--- src/design/prc_pkg.sv ---
// prc_pkg: shared types, constants and a saturation helper for the point/rectangle collision block
// no dependencies
package prc_pkg;

  localparam int unsigned NumRegs = 8;
  localparam int unsigned AddrW = 6;

  // register byte addresses, eight bytes apart
  localparam logic [AddrW-1:0] ADDR_TR_X = 6'd0;
  localparam logic [AddrW-1:0] ADDR_TR_Y = 6'd8;
  localparam logic [AddrW-1:0] ADDR_TR_Z = 6'd16;
  localparam logic [AddrW-1:0] ADDR_BL_X = 6'd24;
  localparam logic [AddrW-1:0] ADDR_BL_Y = 6'd32;
  localparam logic [AddrW-1:0] ADDR_BL_Z = 6'd40;
  localparam logic [AddrW-1:0] ADDR_NORMAL = 6'd48;
  localparam logic [AddrW-1:0] ADDR_FRICTION = 6'd56;

  // 0.0001 in Q0.32
  localparam logic signed [20:0] SurfOffQ32 = 21'sd429497;
  localparam logic [16:0] OneQ16 = 17'd65536;

  typedef struct packed {
    logic signed [31:0] tr_x;
    logic signed [31:0] tr_y;
    logic signed [31:0] tr_z;
    logic signed [31:0] bl_x;
    logic signed [31:0] bl_y;
    logic signed [31:0] bl_z;
    logic signed [15:0] n_x;
    logic signed [15:0] n_y;
    logic signed [15:0] n_z;
    logic [15:0]        friction;
  } cfg_t;

  // saturate a wide signed value to 32 bits
  function automatic logic signed [31:0] sat32(input logic signed [40:0] v);
    logic signed [40:0] hi;
    logic signed [40:0] lo;
    hi = 41'sd2147483647;
    lo = -41'sd2147483648;
    if (v > hi) return 32'sh7fffffff;
    if (v < lo) return 32'sh80000000;
    return v[31:0];
  endfunction

endpackage

--- src/design/prc_regs.sv ---
// prc_regs: apb register file for corner, normal and friction settings
// depends on prc_pkg
module prc_regs (
  input  logic                         clk,
  input  logic                         rst,
  input  logic                         psel,
  input  logic                         penable,
  input  logic                         pwrite,
  input  logic [prc_pkg::AddrW-1:0]    paddr,
  input  logic [63:0]                  pwdata,
  output logic [63:0]                  prdata,
  output logic                         pready,
  output prc_pkg::cfg_t                cfg
);

  assign pready = 1'b1;

  // register writes
  always_ff @(posedge clk) begin
    if (rst) begin
      cfg <= '0;
    end else if (psel && penable && pwrite) begin
      case (paddr)
        prc_pkg::ADDR_TR_X: cfg.tr_x <= pwdata[31:0];
        prc_pkg::ADDR_TR_Y: cfg.tr_y <= pwdata[31:0];
        prc_pkg::ADDR_TR_Z: cfg.tr_z <= pwdata[31:0];
        prc_pkg::ADDR_BL_X: cfg.bl_x <= pwdata[31:0];
        prc_pkg::ADDR_BL_Y: cfg.bl_y <= pwdata[31:0];
        prc_pkg::ADDR_BL_Z: cfg.bl_z <= pwdata[31:0];
        prc_pkg::ADDR_NORMAL: begin
          cfg.n_x <= pwdata[15:0];
          cfg.n_y <= pwdata[31:16];
          cfg.n_z <= pwdata[47:32];
        end
        prc_pkg::ADDR_FRICTION: cfg.friction <= pwdata[15:0];
        default: ;
      endcase
    end
  end

  // read mux
  always_comb begin
    case (paddr)
      prc_pkg::ADDR_TR_X: prdata = {{32{cfg.tr_x[31]}}, cfg.tr_x};
      prc_pkg::ADDR_TR_Y: prdata = {{32{cfg.tr_y[31]}}, cfg.tr_y};
      prc_pkg::ADDR_TR_Z: prdata = {{32{cfg.tr_z[31]}}, cfg.tr_z};
      prc_pkg::ADDR_BL_X: prdata = {{32{cfg.bl_x[31]}}, cfg.bl_x};
      prc_pkg::ADDR_BL_Y: prdata = {{32{cfg.bl_y[31]}}, cfg.bl_y};
      prc_pkg::ADDR_BL_Z: prdata = {{32{cfg.bl_z[31]}}, cfg.bl_z};
      prc_pkg::ADDR_NORMAL: prdata = {16'd0, cfg.n_z, cfg.n_y, cfg.n_x};
      prc_pkg::ADDR_FRICTION: prdata = {48'd0, cfg.friction};
      default: prdata = '0;
    endcase
  end

endmodule

--- config.mk ---
export PLATFORM = sky130hd
export DESIGN_NAME = prc_regs
export DESIGN_NICKNAME = d
export VERILOG_FILES = /design/src/design/prc_pkg.sv /design/src/design/prc_regs.sv
export SDC_FILE = /design/constraint.sdc
export NUM_CORES = 1
export LEC_CHECK = 0
export BUFFER_PORTS_ARGS = -buffer_cell sky130_fd_sc_hd__buf_4
export CORE_MARGIN = 5
export CORE_UTILIZATION = 35
export CTS_CLUSTER_DIAMETER = 30
export DETAILED_ROUTE_END_ITERATION = 7
export PLACE_DENSITY = 0.66
export SLEW_MARGIN = 20
export SYNTH_ARGS = -nofsm -noshare
export SYNTH_HDL_FRONTEND = slang
export SYNTH_SLANG_ARGS = --single-unit
--- constraint.sdc ---
create_clock -name clk -period 5.1 [get_ports clk]
set_input_delay 0.51 -clock clk [delete_from_list [all_inputs] [get_ports clk]]
set_output_delay 0.51 -clock clk [all_outputs]
set_load 0.03 [all_outputs]
# Word level (Yosys, flattened, before mapping)
# Cells that the tools add are included.
[totals]
input_bits = 75
ff_bits = 256
output_inout_bits = 321
elab_cells = 29
[op_classes]
mux = 1
eq_ne = 7
n_reduce_logical = 11
[op_table]
columns = ["op", "count"]
rows = [
  ["$pmux W64 S8", 1],
  ["$eq A6 B6 Y1 const B", 4],
  ["$reduce_and A2 Y1", 8],
  ["$eq A6 B5 Y1 const B", 2],
  ["$eq A6 B4 Y1 const B", 1],
  ["$logic_not A6 Y1", 1],
  ["$logic_and A1 B1 Y1", 2],
]

# Longest topological paths before layout
[logic_depth]
depth_word = 3
ltp_mapped = 7
depth_no_buf = 4

# Worst setup path after synthesis
# Ideal clock, no wire load.
[synth_path]
kind = "input -> output"
start = "input port paddr[3] (netlist name)"
end = "output port prdata[49]"
arrival_time_ps = 2372
setup_slack_ps = 2218
path_buffers = 3
required_time_ps = 4590
path_stages = 7
cell_sequence = "buf_2 or3b_4 nor2_2 a221oi_2 buf_4 nand2_1 buf_4"
[synth_between]
elab_chain_cells = 2
word_cells_on_any_way = 9
classes_between = "eq/ne: 7; mux: 1; reduce/logical: 1"
[synth_lines]
columns = ["element", "line", "rtl"]
rows = [
  ["start, declared", "prc_regs.sv:9", "input logic [prc_pkg::AddrW-1:0] paddr,"],
  ["$eq A6 B6 Y1, or another cell as far along", "prc_regs.sv:43", "case (paddr)"],
  ["$pmux W64 S8 *", "prc_regs.sv:43", ""],
  ["end, declared", "prc_regs.sv:11", "output logic [63:0] prdata,"],
]
# Every way passes the cells marked *; elsewhere a longest branch is shown, timed or not.

# Worst setup path after layout
[layout_path]
start = "input port paddr[5] (netlist name)"
end = "output port prdata[0]"
# The elaborated chain is that of the path after synthesis.

==> run metrics <==
status=complete, no violations; Final WS setup=around 1.4 ns; Critical Path, Cell by Cell=buf_4, or3b_1, nor2_4, buf_4, a2111oi_0, nand3_1, buf_4; Syn Area/Cell=approximately 7.6 um^2; WHS=around 0.20 ns; Seq cells post-synth=256; Worst Path Max Fanout=12; Post-route DRC=0; largest family of logic cells by synthesized area=simple AND/OR/NAND/NOR gates; vias per inst=roughly 5.4; Placement Setup Slack=roughly 1.5 ns; first-pass GRT wire length=69.02 mm; most used cell, CP=buf_4; # hold bufs at CTS=0; largest net degree at the start of global routing=approximately 160; Most flops, register=cfg; top cell type's share of synthesized area=47.26%; post-route insts no fill=around 2,200; DP HPWL=31.18 mm; initial antenna violation count=0; fin crit period=3.717 ns; Root Driver=clkbuf_16; die height=about 190 um; Post-Synth XOR/XNOR Area=0%; Worst Tran Pin Value=between 1 and 1.5 ns; Syn Nets=1,503; DRT iter0 DRCs=938; area leader, netlist=dfxtp_1; # setup viols final=0; site row count=64; Post-synth ARST share=0%; drt first pass iters=7; Yosys cell types=31; cells after synthesis=about 1,400; number of enable flip-flop cells after synthesis=0; Initial Util=~35%; Layout Utilization=around half; worst path arrival time=3.21 ns; post-placement cell area=13,720 um^2; DRT Wirelength=about 47 mm; synthesized area=about 11,000 um^2; Post-Synth Adder-Cell Area=0%; Slew headroom=between 20% and 30%; Max Clk Rate=about 270 MHz; largest registers=cfg x256; input/output buffers=approximately 380; Post-Route Skew=0 ns; Slowest-stage cell, CP=a2111oi_0; warnings from Yosys=0; DR vias=roughly 12,000; Top Family by Delay on Critical Path=simple AND/OR/NAND/NOR gates; Sink Count=roughly 260; Worst Path Buf+Inv=3; Nets=about 1,800; max-cap viol count=0; Synth Flop Type=dfxtp_1; die area=about 35,000 um^2; min-delay worst type=primary input to register; drt wl/cell=approximately 22 um; worst vdd ir=around 0.00027 V; multiplexer share of the synthesized area=0%; Seq/Total Area, Yosys=a little under half; clk_lat worst skew=0.56 ns; CP Class=primary input to output port; total power=a little over 6 mW; final hold viol count=0; Post-CTS Setup Repair Bufs=0; Synth Area in Compound Gates=between 10% and 20%; final instance area=15,820 um^2; Startpoint Class=primary input; placed insts=2,082; CP max stage delay=between 0.9 and 1 ns; Total Routing Usage GR=approximately 26%; Data required, critical path=~4.6 ns; cts repair resizes=0; Slew Viols, Final=0; core box area=30,590 um^2; vias in the first global route=11,260; max reg flops=approximately 260; unrepaired setup endpoints after global routing=no; Worst-path clk slew=approximately 0.050 ns; TritonCTS clock tree=done; share of cells above drive strength 1=about 30%; synth top area cells=dfxtp_1 47%, nand2_1 18%, a21oi_1 12%; # IOs=between 300 and 400; post-synthesis simple-gate area fraction=~27%; worst-case clock buffer depth=3; PwrDens=386.5 nW/um^2; chip width=186.0 um; gr ovfl total=0; Final GP Congestion=roughly 0.9; H-tree depth=2; TritonCTS buffer count=between 50 and 60; Leak=between 6 and 7 nW; P&R area growth vs syn=45.92%; fin crit share=around 73%; ANT nets after route=0; crit end category=output port; setup TNS=0 ns
==> cell usage in the layout, fill, tap and decap left out, types with 10 or more instances in the layout <==
| cell type | synthesis | final |
|---|---|---|
| dfxtp_1 | 256 | 256 |
| and3_1 | 55 | 55 |
| bufinv_16 | 0 | 11 |
| nand2_1 | 531 | 531 |
| a2111oi_0 | 16 | 16 |
| a22oi_1 | 63 | 63 |
| clkbuf_16 | 0 | 58 |
| a21oi_1 | 257 | 257 |
| clkbuf_8 | 0 | 10 |
| nand3_1 | 55 | 48 |
| buf_4 | 30 | 403 |
==> cell type report <==
type / instances / area [um^2]
sequential: 256 / 5125
clock buffer: 75 / 1605
antenna: 1 / 2.502
fill: 2869 / 14770
multi-input combinational: 1026 / 5062
tap: 396 / 495.5
clock inverter: 33 / 494.2
timing repair buffer: 404 / 3039
==> routing by layer <==
layer	up-vias	wire [um]	share of wire [%]	GRT usage, %
li1	5490	-	-	-
met1	5691	18220	38	31.61
met2	596	23140	49	44.60
met3	94	4680	9.9	6.918
met4	0	1374	2.9	8.802
met5	-	0	0	0
==> synthesized netlist by cell type (2+ instances only) <==
| master | instances |
|---|---|
| buf_6 | 3 |
| clkbuf_1 | 64 |
| dfxtp_1 | 256 |
| a22oi_1 | 63 |
| nand2_1 | 531 |
| buf_2 | 49 |
| nor3_1 | 2 |
| a222oi_1 | 8 |
| a221oi_1 | 6 |
| and3_1 | 55 |
| nor3b_1 | 3 |
| nand3_1 | 55 |
| a2111oi_0 | 16 |
| buf_4 | 30 |
| nor3_4 | 8 |
| a21oi_1 | 257 |
| nor2_2 | 2 |
| nor2_1 | 6 |
| or3b_4 | 2 |
==> path summary, 6_finish.rpt <==
path                    startpoint                     to  cells after the start  slack [ns]
max                       paddr[5]              prdata[0]                      7        1.38
min                     pwdata[39]   cfg[23]$_SDFFE_PP0P_                      3        0.20
max reg2reg  cfg[223]$_SDFFE_PP0P_  cfg[223]$_SDFFE_PP0P_                      2        4.39
min reg2reg  cfg[147]$_SDFFE_PP0P_  cfg[147]$_SDFFE_PP0P_                      2        0.46
==> logic make-up (layout without fill, tap and decap cells) <==
group | Yosys count | after routing
buffers and inverters | 146 | 512
other | 1 | 2
and+or+nand+nor | 673 | 673
AOI/OAI and AO/OA | 352 | 352
DFF | 256 | 256
==> where the power goes <==
part	internal [mW]	switching [mW]	total [mW]
Combinational	0.0462	0.120	0.166
Clock	2.76	1.18	3.94
Sequential	2.01	0.00214	2.01
==> worst reg2reg max path, cell delays in order (launching register included) <==
cell and delay, ns:
dfxtp_1 0.38, nand2_1 0.08, a21oi_1 0.18
Note: power is estimated with default switching activity, not from simulation.
